<file path="config.mk">
export PLATFORM = sky130hd
export DESIGN_NAME = i2c_bitbang_master_top
export DESIGN_NICKNAME = d
export VERILOG_FILES = /design/src/design/i2cbb_pkg.sv /design/src/design/i2c_bitbang_master_top.sv
export SDC_FILE = /design/constraint.sdc
export NUM_CORES = 1
export LEC_CHECK = 0
export BUFFER_PORTS_ARGS = -buffer_cell sky130_fd_sc_hd__buf_2
export CAP_MARGIN = 10
export CORE_MARGIN = 5
export CORE_UTILIZATION = 60
export DETAILED_ROUTE_END_ITERATION = 6
export PLACE_DENSITY = 0.82
export SLEW_MARGIN = 5
export SYNTH_ARGS = -nofsm -noshare
export SYNTH_HDL_FRONTEND = slang
export SYNTH_SLANG_ARGS = --single-unit
export TNS_END_PERCENT = 5
</file>
<file path="constraint.sdc">
create_clock -name clk_i -period 9.1 [get_ports clk_i]
set_clock_uncertainty 0.2 [all_clocks]
set_input_delay 1.365 -clock clk_i [delete_from_list [all_inputs] [get_ports clk_i]]
set_output_delay 1.365 -clock clk_i [all_outputs]
set_load 0.02 [all_outputs]
</file>
<file path="src/design/i2cbb_pkg.sv">
`timescale 1ns / 1ps
package i2cbb_pkg;

  localparam int unsigned MaxBlockLen = 32;

  localparam logic [1:0] FuncTick  = 2'd0;
  localparam logic [1:0] FuncDesc  = 2'd1;
  localparam logic [1:0] FuncWrite = 2'd2;

  localparam logic CfgBusDelay = 1'b0;
  localparam logic CfgRetries  = 1'b1;

  localparam logic [1:0] StOk      = 2'd0;
  localparam logic [1:0] StAddrNak = 2'd1;
  localparam logic [1:0] StDataNak = 2'd2;
  localparam logic [1:0] StBadLen  = 2'd3;

  typedef enum logic [24:0] {
    PhIdle    = 25'd1 << 0,
    PhWaitMsg = 25'd1 << 1,
    PhWaitWr  = 25'd1 << 2,
    PhStA     = 25'd1 << 3,
    PhStB     = 25'd1 << 4,
    PhRsA     = 25'd1 << 5,
    PhRsB     = 25'd1 << 6,
    PhRsC     = 25'd1 << 7,
    PhRtA     = 25'd1 << 8,
    PhRtB     = 25'd1 << 9,
    PhRtC     = 25'd1 << 10,
    PhObA     = 25'd1 << 11,
    PhObB     = 25'd1 << 12,
    PhObC     = 25'd1 << 13,
    PhOkA     = 25'd1 << 14,
    PhOkB     = 25'd1 << 15,
    PhOkC     = 25'd1 << 16,
    PhIbA     = 25'd1 << 17,
    PhIbB     = 25'd1 << 18,
    PhAkA     = 25'd1 << 19,
    PhAkB     = 25'd1 << 20,
    PhAkC     = 25'd1 << 21,
    PhSpA     = 25'd1 << 22,
    PhSpB     = 25'd1 << 23,
    PhSpC     = 25'd1 << 24
  } phase_e;

  typedef struct packed {
    logic last;
    logic no_rd_ack;
    logic len_pre;
    logic rev;
    logic no_start;
    logic ign;
    logic ten;
    logic rd;
  } flags_t;

endpackage

</file>
<file path="src/design/i2c_bitbang_master_top.sv">
`timescale 1ns / 1ps
// Channel | handshake              | payload
// in      | in_valid_i / in_stall_o | func_i .. last_message_i
// out     | out_valid_o / out_stall_i | scl_out_o .. messages_done_o
// cfg     | cfg_valid_i / cfg_ready_o | cfg_index_i, cfg_data_i
// One item per clock while the result is not stalled: the bus sequencer steps once per
// accepted item and the result word is registered in the same cycle.
// Reset puts the sequencer idle with both lines released and the bus delay and
// retry count at their defaults. A stalled result holds; the input is stalled only while a
// held result cannot be replaced.
module i2c_bitbang_master_top import i2cbb_pkg::*; (
  input  logic       clk_i,
  input  logic       rst_ni,
  input  logic       in_valid_i,
  output logic       in_stall_o,
  input  logic [1:0] func_i,
  input  logic       sda_in_i,
  input  logic [9:0] value_i,
  input  logic       read_flag_i,
  input  logic       ten_bit_i,
  input  logic       ignore_nak_i,
  input  logic       no_start_i,
  input  logic       reverse_dir_i,
  input  logic       length_prefixed_i,
  input  logic       no_read_ack_i,
  input  logic [7:0] msg_length_i,
  input  logic       last_message_i,
  output logic       out_valid_o,
  input  logic       out_stall_i,
  output logic       scl_out_o,
  output logic       sda_out_o,
  output logic [7:0] read_data_o,
  output logic       read_valid_o,
  output logic       need_message_o,
  output logic       need_write_o,
  output logic       done_res_o,
  output logic [1:0] status_o,
  output logic [7:0] messages_done_o,
  input  logic       cfg_valid_i,
  output logic       cfg_ready_o,
  input  logic       cfg_index_i,
  input  logic [9:0] cfg_data_i
);

  phase_e phase_q, phase_d;
  logic [3:0] bit_q, bit_d, att_q, att_d, retries_q;
  logic [7:0] shift_q, shift_d, mcount_q, mcount_d, abyte_q, abyte_d;
  logic [9:0] dly_q, dly_d, taddr_q, taddr_d, bus_delay_q;
  logic [8:0] left_q, left_d;
  flags_t     flags_q, flags_d;
  logic       first_q, first_d, scl_q, scl_d, sda_q, sda_d;
  logic [1:0] err_q, err_d, astage_q, astage_d;
  logic       inaddr_q, inaddr_d, gotf_q, gotf_d, ackdrv_q, ackdrv_d;
  logic [7:0] rdata;
  logic       rvalid, done;
  logic [9:0] full_w, half_w;
  logic [10:0] half_sum;
  logic [8:0] left_tmp;
  logic [7:0] sh_new;
  logic       acked, in_acc;

  assign in_stall_o  = out_valid_o && out_stall_i;
  assign in_acc      = in_valid_i && !in_stall_o;
  assign cfg_ready_o = 1'b1;
  assign full_w      = bus_delay_q;
  assign half_sum    = {1'b0, bus_delay_q} + 11'd1;
  assign half_w      = half_sum[10:1];
  assign acked       = !sda_in_i;
  assign sh_new      = {shift_q[6:0], sda_in_i};

  always_comb begin
    phase_d = phase_q; bit_d = bit_q; att_d = att_q; shift_d = shift_q;
    mcount_d = mcount_q; abyte_d = abyte_q; dly_d = dly_q; taddr_d = taddr_q;
    left_d = left_q; flags_d = flags_q; first_d = first_q; scl_d = scl_q;
    sda_d = sda_q; err_d = err_q; astage_d = astage_q; inaddr_d = inaddr_q;
    gotf_d = gotf_q; ackdrv_d = ackdrv_q;
    rdata = '0; rvalid = 1'b0; done = 1'b0; left_tmp = '0;
    if (func_i == FuncDesc) begin
      if (phase_q == PhIdle || phase_q == PhWaitMsg) begin
        flags_d = '{last: last_message_i, no_rd_ack: no_read_ack_i,
                    len_pre: length_prefixed_i, rev: reverse_dir_i, no_start: no_start_i,
                    ign: ignore_nak_i, ten: ten_bit_i, rd: read_flag_i};
        taddr_d  = value_i;
        left_d   = {1'b0, msg_length_i};
        gotf_d   = 1'b0;
        att_d    = '0;
        astage_d = '0;
        inaddr_d = !no_start_i;
        if (ten_bit_i) abyte_d = 8'hf0 | {5'd0, value_i[9:8], 1'b0};
        else abyte_d = {value_i[6:0], read_flag_i ^ reverse_dir_i};
        if (first_q) begin
          first_d = 1'b0; mcount_d = '0; err_d = StOk; phase_d = PhStA;
        end else if (!no_start_i) begin
          phase_d = PhRsA;
        end else if (msg_length_i == 8'd0) begin
          if (mcount_q != 8'hff) mcount_d = mcount_q + 8'd1;
          phase_d = last_message_i ? PhSpA : PhWaitMsg;
        end else if (read_flag_i) begin
          bit_d = '0; shift_d = '0; phase_d = PhIbA;
        end else begin
          phase_d = PhWaitWr;
        end
      end
    end else if (func_i == FuncWrite) begin
      if (phase_q == PhWaitWr) begin
        inaddr_d = 1'b0; shift_d = value_i[7:0]; bit_d = 4'd7; phase_d = PhObA;
      end
    end else if (func_i == FuncTick) begin
      if (dly_q != '0) begin
        dly_d = dly_q - 10'd1;
      end else begin
        // begin_data target, reused by several phases below
        unique case (phase_q)
          PhStA: begin sda_d = 1'b0; dly_d = full_w; phase_d = PhStB; end
          PhStB, PhRsC: begin
            scl_d = 1'b0;
            if (inaddr_q) begin
              shift_d = abyte_q; bit_d = 4'd7; phase_d = PhObA;
            end else begin
              phase_d = PhWaitMsg; // overwritten by data start
              if (left_q == '0) begin
                if (mcount_q != 8'hff) mcount_d = mcount_q + 8'd1;
                phase_d = flags_q.last ? PhSpA : PhWaitMsg;
              end else if (flags_q.rd) begin
                bit_d = '0; shift_d = '0; phase_d = PhIbA;
              end else phase_d = PhWaitWr;
            end
          end
          PhRsA: begin sda_d = 1'b1; scl_d = 1'b1; dly_d = full_w; phase_d = PhRsB; end
          PhRsB: begin sda_d = 1'b0; dly_d = full_w; phase_d = PhRsC; end
          PhRtA: begin sda_d = 1'b0; scl_d = 1'b1; dly_d = full_w; phase_d = PhRtB; end
          PhRtB: begin sda_d = 1'b1; dly_d = full_w; phase_d = PhRtC; end
          PhRtC: begin dly_d = full_w; phase_d = PhStA; end
          PhObA: begin sda_d = shift_q[bit_q[2:0]]; dly_d = half_w; phase_d = PhObB; end
          PhObB: begin scl_d = 1'b1; dly_d = half_w; phase_d = PhObC; end
          PhObC: begin
            scl_d = 1'b0;
            if (bit_q == '0) phase_d = PhOkA;
            else begin bit_d = bit_q - 4'd1; phase_d = PhObA; end
          end
          PhOkA: begin sda_d = 1'b1; dly_d = half_w; phase_d = PhOkB; end
          PhOkB: begin scl_d = 1'b1; dly_d = half_w; phase_d = PhOkC; end
          PhOkC: begin
            scl_d = 1'b0;
            if (!inaddr_q) begin
              if (acked || flags_q.ign) begin
                left_tmp = (left_q != '0) ? left_q - 9'd1 : left_q;
                left_d = left_tmp;
                inaddr_d = 1'b0;
                if (left_tmp == '0) begin
                  if (mcount_q != 8'hff) mcount_d = mcount_q + 8'd1;
                  phase_d = flags_q.last ? PhSpA : PhWaitMsg;
                end else if (flags_q.rd) begin
                  bit_d = '0; shift_d = '0; phase_d = PhIbA;
                end else phase_d = PhWaitWr;
              end else begin
                err_d = StDataNak; phase_d = PhSpA;
              end
            end else if (astage_q != 2'd1 && !acked &&
                         att_q < (flags_q.ign ? 4'd0 : retries_q)) begin
              att_d = att_q + 4'd1; phase_d = PhRtA;
            end else if (!acked && !flags_q.ign) begin
              err_d = StAddrNak; phase_d = PhSpA;
            end else if (astage_q == 2'd0 && flags_q.ten) begin
              astage_d = 2'd1; shift_d = taddr_q[7:0]; bit_d = 4'd7; phase_d = PhObA;
            end else if (astage_q == 2'd1 && flags_q.rd) begin
              astage_d = 2'd2; abyte_d = abyte_q | 8'h01; att_d = '0; phase_d = PhRsA;
            end else begin
              inaddr_d = 1'b0;
              if (left_q == '0) begin
                if (mcount_q != 8'hff) mcount_d = mcount_q + 8'd1;
                phase_d = flags_q.last ? PhSpA : PhWaitMsg;
              end else if (flags_q.rd) begin
                bit_d = '0; shift_d = '0; phase_d = PhIbA;
              end else phase_d = PhWaitWr;
            end
          end
          PhIbA: begin sda_d = 1'b1; scl_d = 1'b1; dly_d = half_w; phase_d = PhIbB; end
          PhIbB: begin
            shift_d = sh_new;
            scl_d = 1'b0;
            if (bit_q < 4'd7) begin
              bit_d = bit_q + 4'd1; dly_d = full_w; phase_d = PhIbA;
            end else begin
              dly_d = {1'b0, full_w[9:1]};
              rdata = sh_new; rvalid = 1'b1;
              left_tmp = (left_q != '0) ? left_q - 9'd1 : left_q;
              left_d = left_tmp;
              gotf_d = 1'b1;
              if (!gotf_q && flags_q.len_pre &&
                  (sh_new == 8'd0 || sh_new > 8'(MaxBlockLen))) begin
                err_d = StBadLen;
                if (flags_q.no_rd_ack) phase_d = PhSpA;
                else begin ackdrv_d = 1'b1; phase_d = PhAkA; end
              end else begin
                if (!gotf_q && flags_q.len_pre) left_tmp = left_tmp + {1'b0, sh_new};
                left_d = left_tmp;
                if (flags_q.no_rd_ack) begin
                  inaddr_d = 1'b0;
                  if (left_tmp == '0) begin
                    if (mcount_q != 8'hff) mcount_d = mcount_q + 8'd1;
                    phase_d = flags_q.last ? PhSpA : PhWaitMsg;
                  end else begin
                    bit_d = '0; shift_d = '0; phase_d = PhIbA;
                  end
                end else begin
                  ackdrv_d = (left_tmp == '0); phase_d = PhAkA;
                end
              end
            end
          end
          PhAkA: begin sda_d = ackdrv_q; dly_d = half_w; phase_d = PhAkB; end
          PhAkB: begin scl_d = 1'b1; dly_d = half_w; phase_d = PhAkC; end
          PhAkC: begin
            scl_d = 1'b0;
            if (err_q != StOk) phase_d = PhSpA;
            else begin
              inaddr_d = 1'b0;
              if (left_q == '0) begin
                if (mcount_q != 8'hff) mcount_d = mcount_q + 8'd1;
                phase_d = flags_q.last ? PhSpA : PhWaitMsg;
              end else if (flags_q.rd) begin
                bit_d = '0; shift_d = '0; phase_d = PhIbA;
              end else phase_d = PhWaitWr;
            end
          end
          PhSpA: begin sda_d = 1'b0; scl_d = 1'b1; dly_d = full_w; phase_d = PhSpB; end
          PhSpB: begin sda_d = 1'b1; dly_d = full_w; phase_d = PhSpC; end
          PhSpC: begin done = 1'b1; phase_d = PhIdle; first_d = 1'b1; end
          default: ;
        endcase
      end
    end
  end

  always_ff @(posedge clk_i or negedge rst_ni) begin
    if (!rst_ni) begin
      phase_q <= PhIdle; bit_q <= '0; att_q <= '0; shift_q <= '0; mcount_q <= '0;
      abyte_q <= '0; dly_q <= '0; taddr_q <= '0; left_q <= '0; flags_q <= '0;
      first_q <= 1'b1; scl_q <= 1'b1; sda_q <= 1'b1; err_q <= StOk; astage_q <= '0;
      inaddr_q <= 1'b0; gotf_q <= 1'b0; ackdrv_q <= 1'b0;
      bus_delay_q <= 10'd5; retries_q <= 4'd3; out_valid_o <= 1'b0;
    end else begin
      if (cfg_valid_i) begin
        if (cfg_index_i == CfgBusDelay) bus_delay_q <= cfg_data_i;
        else retries_q <= cfg_data_i[3:0];
      end
      if (in_acc) begin
        phase_q <= phase_d; bit_q <= bit_d; att_q <= att_d; shift_q <= shift_d;
        mcount_q <= mcount_d; abyte_q <= abyte_d; dly_q <= dly_d; taddr_q <= taddr_d;
        left_q <= left_d; flags_q <= flags_d; first_q <= first_d; scl_q <= scl_d;
        sda_q <= sda_d; err_q <= err_d; astage_q <= astage_d; inaddr_q <= inaddr_d;
        gotf_q <= gotf_d; ackdrv_q <= ackdrv_d;
        out_valid_o <= 1'b1;
      end else if (!out_stall_i) begin
        out_valid_o <= 1'b0;
      end
    end
  end

  // result word; loads only with an accepted item
  always_ff @(posedge clk_i) begin
    if (in_acc) begin
      scl_out_o       <= scl_d;
      sda_out_o       <= sda_d;
      read_data_o     <= rdata;
      read_valid_o    <= rvalid;
      need_message_o  <= (phase_d == PhIdle) || (phase_d == PhWaitMsg);
      need_write_o    <= (phase_d == PhWaitWr);
      done_res_o      <= done;
      status_o        <= done ? err_q : StOk;
      messages_done_o <= done ? mcount_q : 8'd0;
    end
  end

endmodule

</file>
Yosys cells after proc, flatten, opt, wreduce, memory -nomap -nowiden
Index checks and enable logic that the tools add are counted.

Flip-flop bits (word level): 139. Input port bits: 45. Output and inout port bits: 27. Word-level logic and storage cells: 436.

Add/sub/neg operators: 8. Magnitude comparators: 4. Equality and inequality tests: 82. Multiplexer cells: 228. Bitwise operators: 9. Reductions and logical operators: 69.

Operators by type and width (number): case mux 25 bit (21 select lines) (1); two-way mux 8 bit (51); two-way mux 23 bit (14); two-way mux 25 bit (12); two-way mux 9 bit (18); two-way mux 4 bit (38); case mux 8 bit (4 select lines) (2); two-way mux 1 bit (56); != test 4 bit (second input constant) (13); == test 25 x 1 -> 1 bit (second input constant) (2); == test 25 x 2 -> 1 bit (second input constant) (2); == test 25 x 3 -> 1 bit (second input constant) (2); two-way mux 2 bit (23); AND reduction 20 bit (2); != test 3 bit (second input constant) (13); two-way mux 18 bit (2); != test 5 bit (second input constant) (7); case mux 10 bit (3 select lines) (1); AND reduction 10 bit (3); logical NOT 9 bit (3); == test 25 x 10 -> 1 bit (second input constant) (1); == test 25 x 11 -> 1 bit (second input constant) (1); == test 25 x 12 -> 1 bit (second input constant) (1); == test 25 x 13 -> 1 bit (second input constant) (1); other kinds (77) (131).

Longest topological paths before layout
Gate-level depths: netlist of run 1.

Word-level depth: 23. Depth in mapped cells: 20. Mapped depth without buffers: 18.

Worst setup path after synthesis of run 1
No wires, ideal clock.

Path type: register to register. Start: reg left_q[0]. End: reg mcount_q[5]. Setup time: 0.130 ns. Arrival time: 4.784 ns. Required time: 8.770 ns. Setup slack: 3.987 ns. Cell stages (with the launch flop): 20. Path buffers: 2. Clock period less this slack: 5.113 ns. Cells stage by stage: dfrtp_1 > clkbuf_1 > inv_1 > ha_1 > or3b_1 > nor3_1 > clkbuf_1 > xnor2_1 > ha_1 > inv_1 > fa_1 > nand3b_1 > a21oi_1 > a211oi_1 > nor4b_1 > o2111ai_1 > o41ai_1 > nand2_1 > o21ai_0 > o41ai_1.

Word-level cells in the longest chain between the ends: 14. Elaborated cells on any way between the ends: 31. Those cells by class: add/sub (2); eq/ne (2); mux (22); reduce/logical (5).

Ends and longest elaborated chain: from (decl) (RTL line i2c_bitbang_master_top.sv:49) `logic [8:0] left_q, left_d;`; from (signal assigned) (RTL line i2c_bitbang_master_top.sv:251) `left_q <= left_d; flags_q <= flags_d; first_q <= first_d; scl_q <= scl_d;`; subtractor 9 x 1 -> 9 bit / nonzero test 9 bit (equally long branches) (RTL line i2c_bitbang_master_top.sv:147, i2c_bitbang_master_top.sv:187); two-way mux 9 bit (RTL line i2c_bitbang_master_top.sv:147, i2c_bitbang_master_top.sv:187); adder 9 x 8 -> 9 bit (RTL line i2c_bitbang_master_top.sv:196) `if (!gotf_q && flags_q.len_pre) left_tmp = left_tmp + {1'b0, sh_new};`; two-way mux 9 bit (RTL line i2c_bitbang_master_top.sv:196); two-way mux 9 bit (RTL line i2c_bitbang_master_top.sv:190) `if (!gotf_q && flags_q.len_pre &&`; two-way mux 9 bit (RTL line i2c_bitbang_master_top.sv:182) `if (bit_q < 4'd7) begin`; two-way mux 9 bit (RTL line i2c_bitbang_master_top.sv:113) `unique case (phase_q)`; two-way mux 9 bit (RTL line i2c_bitbang_master_top.sv:109) `if (dly_q != '0) begin`; two-way mux 9 bit (RTL line i2c_bitbang_master_top.sv:108) `end else if (func_i == FuncTick) begin`; two-way mux 9 bit (RTL line i2c_bitbang_master_top.sv:104) `end else if (func_i == FuncWrite) begin`; two-way mux 9 bit (RTL line i2c_bitbang_master_top.sv:78) `if (func_i == FuncDesc) begin`; logical NOT 9 bit (RTL line i2c_bitbang_master_top.sv:200) `if (left_tmp == '0) begin`; != test 3 bit (no line); AND reduction 20 bit (no line); to (signal assigned) (RTL line i2c_bitbang_master_top.sv:250) `mcount_q <= mcount_d; abyte_q <= abyte_d; dly_q <= dly_d; taddr_q <= taddr_d;`; to (decl) (RTL line i2c_bitbang_master_top.sv:47) `logic [7:0] shift_q, shift_d, mcount_q, mcount_d, abyte_q, abyte_d;`.

Parallel ways exist; a longest one is shown, timed or not. The select of a mux whose other input is x is not followed. A chain may end at the register's enable or synchronous reset.

Final worst setup path of run 1
Start: reg left_q[0]. End: reg mcount_q[0].

Same word-level chain as after synthesis.

==> out/qor.yml, run 1 <==
sta:
  period_share_pct: 65.3
  min_period_ns: 5.95
  worst_pin_slew_ns: 1.19
  slew_headroom_pct: 20.3
  hold_viol: 0
  setup_violations: 0
  grt_setup_unrepaired: "false"
  tns_ns: 0
  fmax_ghz: 0.168
  slew_violations: 0
logic_synthesis:
  async_reset_ff_share_pct: 82.7
  synthFlopType: "dfrtp_1"
  synthCells: 1283
  avgSynthCellArea_sq_um: 8.16
  synth_area_sq_mm: 0.0105
  synth_top_area_share_pct: 25.6
  synth_cell_types: 89
  yosys.area.top_type: "dfrtp_1"
  ys_warn_count: 0
  synth_fp_nets: 1354
  ys_seq_elements: 139
  synth_area_leaders: "dfrtp_1, edfxtp_1, nand2_1, o21ai_0, a21oi_1"
  ys_seq_area_share_pct: 34.5
  synth_edf_count: 24
critical_path:
  cp.arrival_ns: 6.04
  cp_max_fo: 9
  r2r_start: "left_q[0]"
  cp-end-kind: "flip-flop"
  critPathLaunchType: "flip-flop"
  reg2reg_to: "mcount_q[0]"
  crit_path_end: "mcount_q[0]"
  worstSetupStartpoint: "left_q[0]"
  crit_type: "reg -> reg"
  r2r_cells: 16
  cp.required_ns: 9.20
  reg2reg_slack_ns: 3.15
layout:
  final_common_cell: "nand2_1"
  drive_gt1_share_pct: 14.1
  fin_nets: 1380
  final_cell_mix: "nand2_1, dfrtp_1, nor2_1, o21ai_0, a21oi_1"
  syn_to_final_growth_pct: 9.64
  final_core_util_pct: 66.8
  num_antenna_cells: 0
clock_tree:
  cts_root_buffer: "clkbuf_16"
  tritoncts: "done"
  clock_latency_ns: 0.44
  cts_hold_buf: 0
  cts.repair.resized: 0
  clkTransAtPathRegs_ns: 0.07
  htree_num_levels: 4
  cts_num_sinks: 139
  postCtsSetupBuffers: 0
  clockBufferDepth: 2
  cts_buffers: 17
grt:
  use_met1_pct: 51.1
  grt.total_usage_pct: 35.0
  antenna_found_initial: 0
  grt_overflow: 0
  top_usage_layer: "met1"
  grt_pass1_wl_mm: 55.6
  grt_util_met2_pct: 50.0
  grt_pass1_vias: 10000
  met3_usage_pct: 7.86
  grt_max_degree: 66
floorplan:
  start_util_pct: 60.9
  die_x_microns: 142
  core.rowCount: 48
  core_area_sq_mm: 0.0172
  die_y_microns: 142
  dieArea_sq_mm: 0.0202
  pin_count: 72
routing:
  remaining_drc_errors: 0
  vias: 10800
  viasPerCell: 7.00
  drtIter0Drc: 1652
  wl_mm: 35.5
  wl_per_cell_microns: 23.0
  drt-pass1-iter-count: 7
  detail-route-antenna-nets: 0
placed_design:
  dp_hpwl_mm: 25.7
  gp_congestion: 0.995
  port_buffers: 70
power:
  power_leakage_nw: 4.76
  power.density_mw_per_mm2: 174
  irDropWorstVdd_mv: 0.156
run_status:
  status: "complete, no violations"
min_path:
  min_path_type: "reg -> reg"
job:
  max_cap_violations: 0
-- worst max-delay path: stages, from the launching register on --
cell       delay, ns
dfrtp_1         0.47
inv_1           0.11
ha_1            0.24
or3b_1          0.46
or3_1           0.49
a21oi_1         0.30
inv_1           0.10
fa_1            0.44
nand3b_1        0.19
a21oi_1         0.27
nor4b_1         0.10
nor4b_1         0.32
o2111ai_1       0.30
o41ai_1         0.96
nand2_1         0.42
o21ai_0         0.30
o21ai_0         0.12
-- flip-flops by register name (all words and copies together), names as in the netlist, 2 cells and up --
register,flops
phase_q,25
att_q,4
shift_q,8
flags_q,6
status_o,2
abyte_q,8
err_q,2
dly_q,10
bit_q,4
mcount_q,8
taddr_q,8
bus_delay_q,10
retries_q,4
astage_q,2
read_data_o,8
left_q,9
messages_done_o,8
-- layer usage --
metal	up-vias	wire (microns)	part of all wire, %
met1	5132	15000	42
met4	0	1300	3.7
li1	4832	-	-
met5	-	0	0
met2	745	15300	43
met3	120	4000	11
-- report_power, final --
part	switching, mW	internal, mW
Clock	0.302	0.427
Sequential	0.112	0.696
Combinational	0.272	0.182
Total	0.686	1.31
-- worst min-delay path by stage --
stage                     slack (ns)       start  depth (start not counted)          to
after floorplan                 0.24       sda_q                          2       sda_q
after global placement          0.25       sda_q                          2       sda_q
after detailed placement        0.26  taddr_q[6]                          2  taddr_q[6]
after CTS                       0.28  taddr_q[6]                          2  taddr_q[6]
after global routing            0.31  taddr_q[6]                          2  taddr_q[6]
final                           0.28  taddr_q[6]                          2  taddr_q[6]
-- through the flow --
step                      std cells  hold slack [ns]  setup slack (ns)  cell area [sq um]  total power, mW
after global placement         1515            0.246              3.53              10900             1.24
after floorplan                1283            0.239              3.99              10500             1.11
final                          1547            0.276              3.15              11500             1.99
after CTS                      1547            0.278              3.26              11500             1.98
after global routing           1547            0.311              2.66              11500             2.07
after detailed placement       1515            0.262              3.32              10900             1.25
-- layout make-up --
type,instances,area [sq um]
clock buffer,19,454
clock inverter,13,153
fill,1450,5700
inverter,41,154
multi-input combinational,1028,6380
sequential,139,3610
tap,225,282
timing repair buffer,82,443
-- cell usage after synthesis (8+ instances only) --
| cell type | count |
|---|---|
| nand2_1 | 180 |
| dfrtp_1 | 107 |
| edfxtp_1 | 24 |
| o22a_1 | 10 |
| mux2_2 | 25 |
| nand2b_1 | 19 |
| ha_1 | 25 |
| a22oi_1 | 14 |
| o211ai_1 | 10 |
| dfstp_2 | 8 |
| nor3_1 | 53 |
| nor2_1 | 103 |
| clkbuf_1 | 55 |
| and3_1 | 13 |
| o22ai_1 | 9 |
| xor2_1 | 8 |
| or4_1 | 14 |
| a31oi_1 | 27 |
| nor4_1 | 26 |
| o21ai_0 | 101 |
| a21o_1 | 10 |
| inv_1 | 38 |
| or3_1 | 22 |
| nand4_1 | 30 |
| o31ai_1 | 13 |
| mux2i_1 | 17 |
| nand3_1 | 33 |
| a21oi_1 | 79 |
| xnor2_1 | 9 |
| and2_1 | 29 |
| a211oi_1 | 8 |
| buf_2 | 12 |
-- cell families (layout without fill, tap and decap cells) --
logic type / Yosys count / after routing / share of synthesized area, %
flip-flops: 139 / 139 / 34.5
other: 1 / 1 / 0.0358
buffers and inverters: 116 / 155 / 4.70
AND/OR/NAND/NOR: 585 / 585 / 29.5
multiplexers: 44 / 44 / 4.75
XOR/XNOR: 17 / 17 / 1.42
AO/OA/AOI/OAI: 355 / 355 / 22.0
adder cells (fa/ha/maj): 26 / 26 / 3.18
No activity file was read; power rests on OpenSTA's default activity.
==> run 2, diff against run 1 <==
ABC_AREA = 1   (was default)
CORE_UTILIZATION = 56   (was 60)
PLACE_DENSITY = 0.81   (was 0.82)
clock period = 5.25 ns   (was 9.1 ns; I/O delays follow)
==> out/qor.yml, run 2 <==
run_status:
  status: "complete, no violations"
critical_path:
  critPathTopFamily: "simple AND/OR/NAND/NOR gates"
  crit_chain: "inv_1 > ha_1 > nand2_1 > nor2_1 > nand2_1 > xor2_1 > inv_1 > ha_1 > inv_1 > fa_1 > nand3b_1 > nand2_1 > xor2_1 > o21ai_0 > nand3_1 > nor2_1 > nand3_1 > o21ai_1 > nand2_1 > o21ai_1 > o31ai_1"
  cp.required_ns: 5.33
  crit_top_cell: "nand2_1"
  r2r_start: "left_q[0]"
  worst-path-buf-inv: 3
  cp-end-kind: "flip-flop"
  crit_type: "reg -> reg"
  cp_max_fo: 14
  cp.arrival_ns: 4.66
  critPathLaunchType: "flip-flop"
  worstSetupStartpoint: "left_q[0]"
  max_stage_delay_ns: 0.39
  cp_slowest_cell: "fa_1"
grt:
  grt.total_usage_pct: 32.2
  antenna_found_initial: 0
  grt_pass1_vias: 11000
  grt_max_degree: 64
  grt_pass1_wl_mm: 57.2
  grt_overflow: 0
logic_synthesis:
  synth_area_leaders: "dfrtp_1, nand2_1, nor2_1, edfxtp_1, inv_1"
  ys_seq_area_share_pct: 33.1
  synthFlopType: "dfrtp_1"
  ys_warn_count: 0
  synth_fp_nets: 1702
  yosys.area.top_type: "dfrtp_1"
  synth_most_common_cell: "nand2_1"
  ys_seq_elements: 139
  async_reset_ff_share_pct: 82.7
  avgSynthCellArea_sq_um: 6.68
  synthCells: 1631
  synthTopCellsByCount: "nand2_1, nor2_1, inv_1, nand3_1, o21ai_0"
  synth_area_sq_mm: 0.0109
  synth_cell_types: 68
  synth_edf_count: 24
  synth_top_area_share_pct: 24.6
power:
  power.density_mw_per_mm2: 342
  seq_power_share_pct: 34.7
  p_total_mw: 4.11
  p_sw_share_pct: 43.0
  irDropWorstVdd_mv: 0.244
  clock_power_share_pct: 30.0
  p_int_mw: 2.34
  switchingPower_mw: 1.77
  combPwrFrac_pct: 35.3
  power_leakage_nw: 5.64
sta:
  setup_ws_ns: 0.670
  period_share_pct: 87.2
  slew_violations: 0
  tns_ns: 0
  grt_setup_unrepaired: "false"
  slew_headroom_pct: 40.8
  worst_pin_slew_ns: 0.881
  holdWs_ns: 0.217
  fmax_ghz: 0.218
  hold_viol: 0
  setup_violations: 0
  min_period_ns: 4.58
layout:
  drive_gt1_share_pct: 11.5
  final_common_cell: "nand2_1"
  num_antenna_cells: 0
  layout.cells.non_filler: 1964
  regMostFlops: "phase_q"
  fillers: 1845
  syn_to_final_growth_pct: 10.6
  largest_reg_flops: 25
  top_regs: "phase_q (25), bus_delay_q (10), dly_q (10)"
  fin_nets: 1757
  final_cell_mix: "nand2_1, nor2_1, inv_1, nand3_1, o21ai_0"
clock_tree:
  cts_hold_buf: 0
  cts_buffers: 17
  clockBufferDepth: 2
  htree_num_levels: 4
  cts.repair.resized: 0
  tritoncts: "done"
  clock_latency_ns: 0.45
  clkTransAtPathRegs_ns: 0.07
  cts_num_sinks: 139
  cts_root_buffer: "clkbuf_16"
  postCtsSetupBuffers: 0
floorplan:
  die_y_microns: 149
  pin_count: 72
  die_x_microns: 149
  core.rowCount: 51
  dieArea_sq_mm: 0.0223
  start_util_pct: 56.3
  core_area_sq_mm: 0.0193
routing:
  vias: 11800
  drt-pass1-iter-count: 6
  remaining_drc_errors: 0
  viasPerCell: 5.99
  wl_mm: 35.7
  detail-route-antenna-nets: 0
  wl_per_cell_microns: 18.2
  drtIter0Drc: 1322
min_path:
  min_path_type: "in -> async"
placed_design:
  place_ws_ns: 0.753
  dp_hpwl_mm: 26.6
  gp_congestion: 1.02
  port_buffers: 70
  placedCellCount: 1932
job:
  max_cap_violations: 0
-- run 2: cell count changes after synthesis, sizes merged, moves of 17 or more --
cell / change
mux2: -25
nand3: +105
nor4: -31
nor2: +151
nand2: +200
or3: -21
clkbuf: -21
o21ai: +45
nand2b: -19
mux2i: -17
inv: +162
or4: -17
and2: -28
-- run 2: per-stage QoR --
stage | util [%] | cell area [sq um]
global route | 62.3 | 12000
global placement | 59.2 | 11400
detailed placement | 59.2 | 11400
floorplan | - | 10900
finish | 62.3 | 12000
CTS | 62.3 | 12000
-- run 2: logic make-up (layout without fill, tap and decap cells) --
group	count (synthesis)	count (layout)	share of synthesized area, %
AO/OA/AOI/OAI	330	330	17.5
XOR/XNOR	22	22	1.77
adder cells (fa/ha/maj)	26	26	3.06
buffers and inverters	257	325	9.48
flip-flops	139	139	33.1
other	1	1	0.0344
AND/OR/NAND/NOR	856	856	35.0
-- run 2: layer usage --
metal	share of wire [%]	up-vias	GRT usage, %
met3	9.3	94	5.91
met2	46	638	52.2
met5	0	-	0
li1	-	5546	-
met1	42	5484	43.8
met4	2.7	0	10.8
-- run 2: worst register-to-register path: cells and delay by family (launching register included) --
family / cells / cell delay [ns]
AO/OA/AOI/OAI: 4 / 0.82
flip-flops: 1 / 0.36
buffers and inverters: 3 / 0.31
AND/OR/NAND/NOR: 9 / 1.55
XOR/XNOR: 2 / 0.35
adder cells (fa/ha/maj): 3 / 0.82
-- run 2: area by class of cell --
class                      instances  area (sq um)  area share, %
clock buffer                      17           425           3.53
multi-input combinational       1235          6260           52.0
sequential                       139          3610           30.0
clock inverter                    15           171           1.42
timing repair buffer              84           458           3.80
inverter                         209           791           6.57
tap                              265           332           2.75
-- run 2: power by group through the flow --
| stage | clock [mW] | sequential [mW] | combinational [mW] |
|---|---|---|---|
| finish | 1.23 | 1.43 | 1.45 |
| floorplan | 0 | 1.40 | 1.06 |
| global placement | 0 | 1.43 | 1.39 |
| global route | 1.28 | 1.45 | 1.63 |
| CTS | 1.24 | 1.42 | 1.42 |
| detailed placement | 0 | 1.44 | 1.41 |
-- run 2: final timing paths --
path,cells past startpoint,slack (ns),endpoint
max reg2reg,21,0.67,mcount_q[5]
min,1,0.22,left_q[2]
min reg2reg,2,0.28,taddr_q[6]
max in group asynchronous,2,3.31,bit_q[3]
max,21,0.67,mcount_q[5]
min in group clk_i,2,0.28,taddr_q[6]
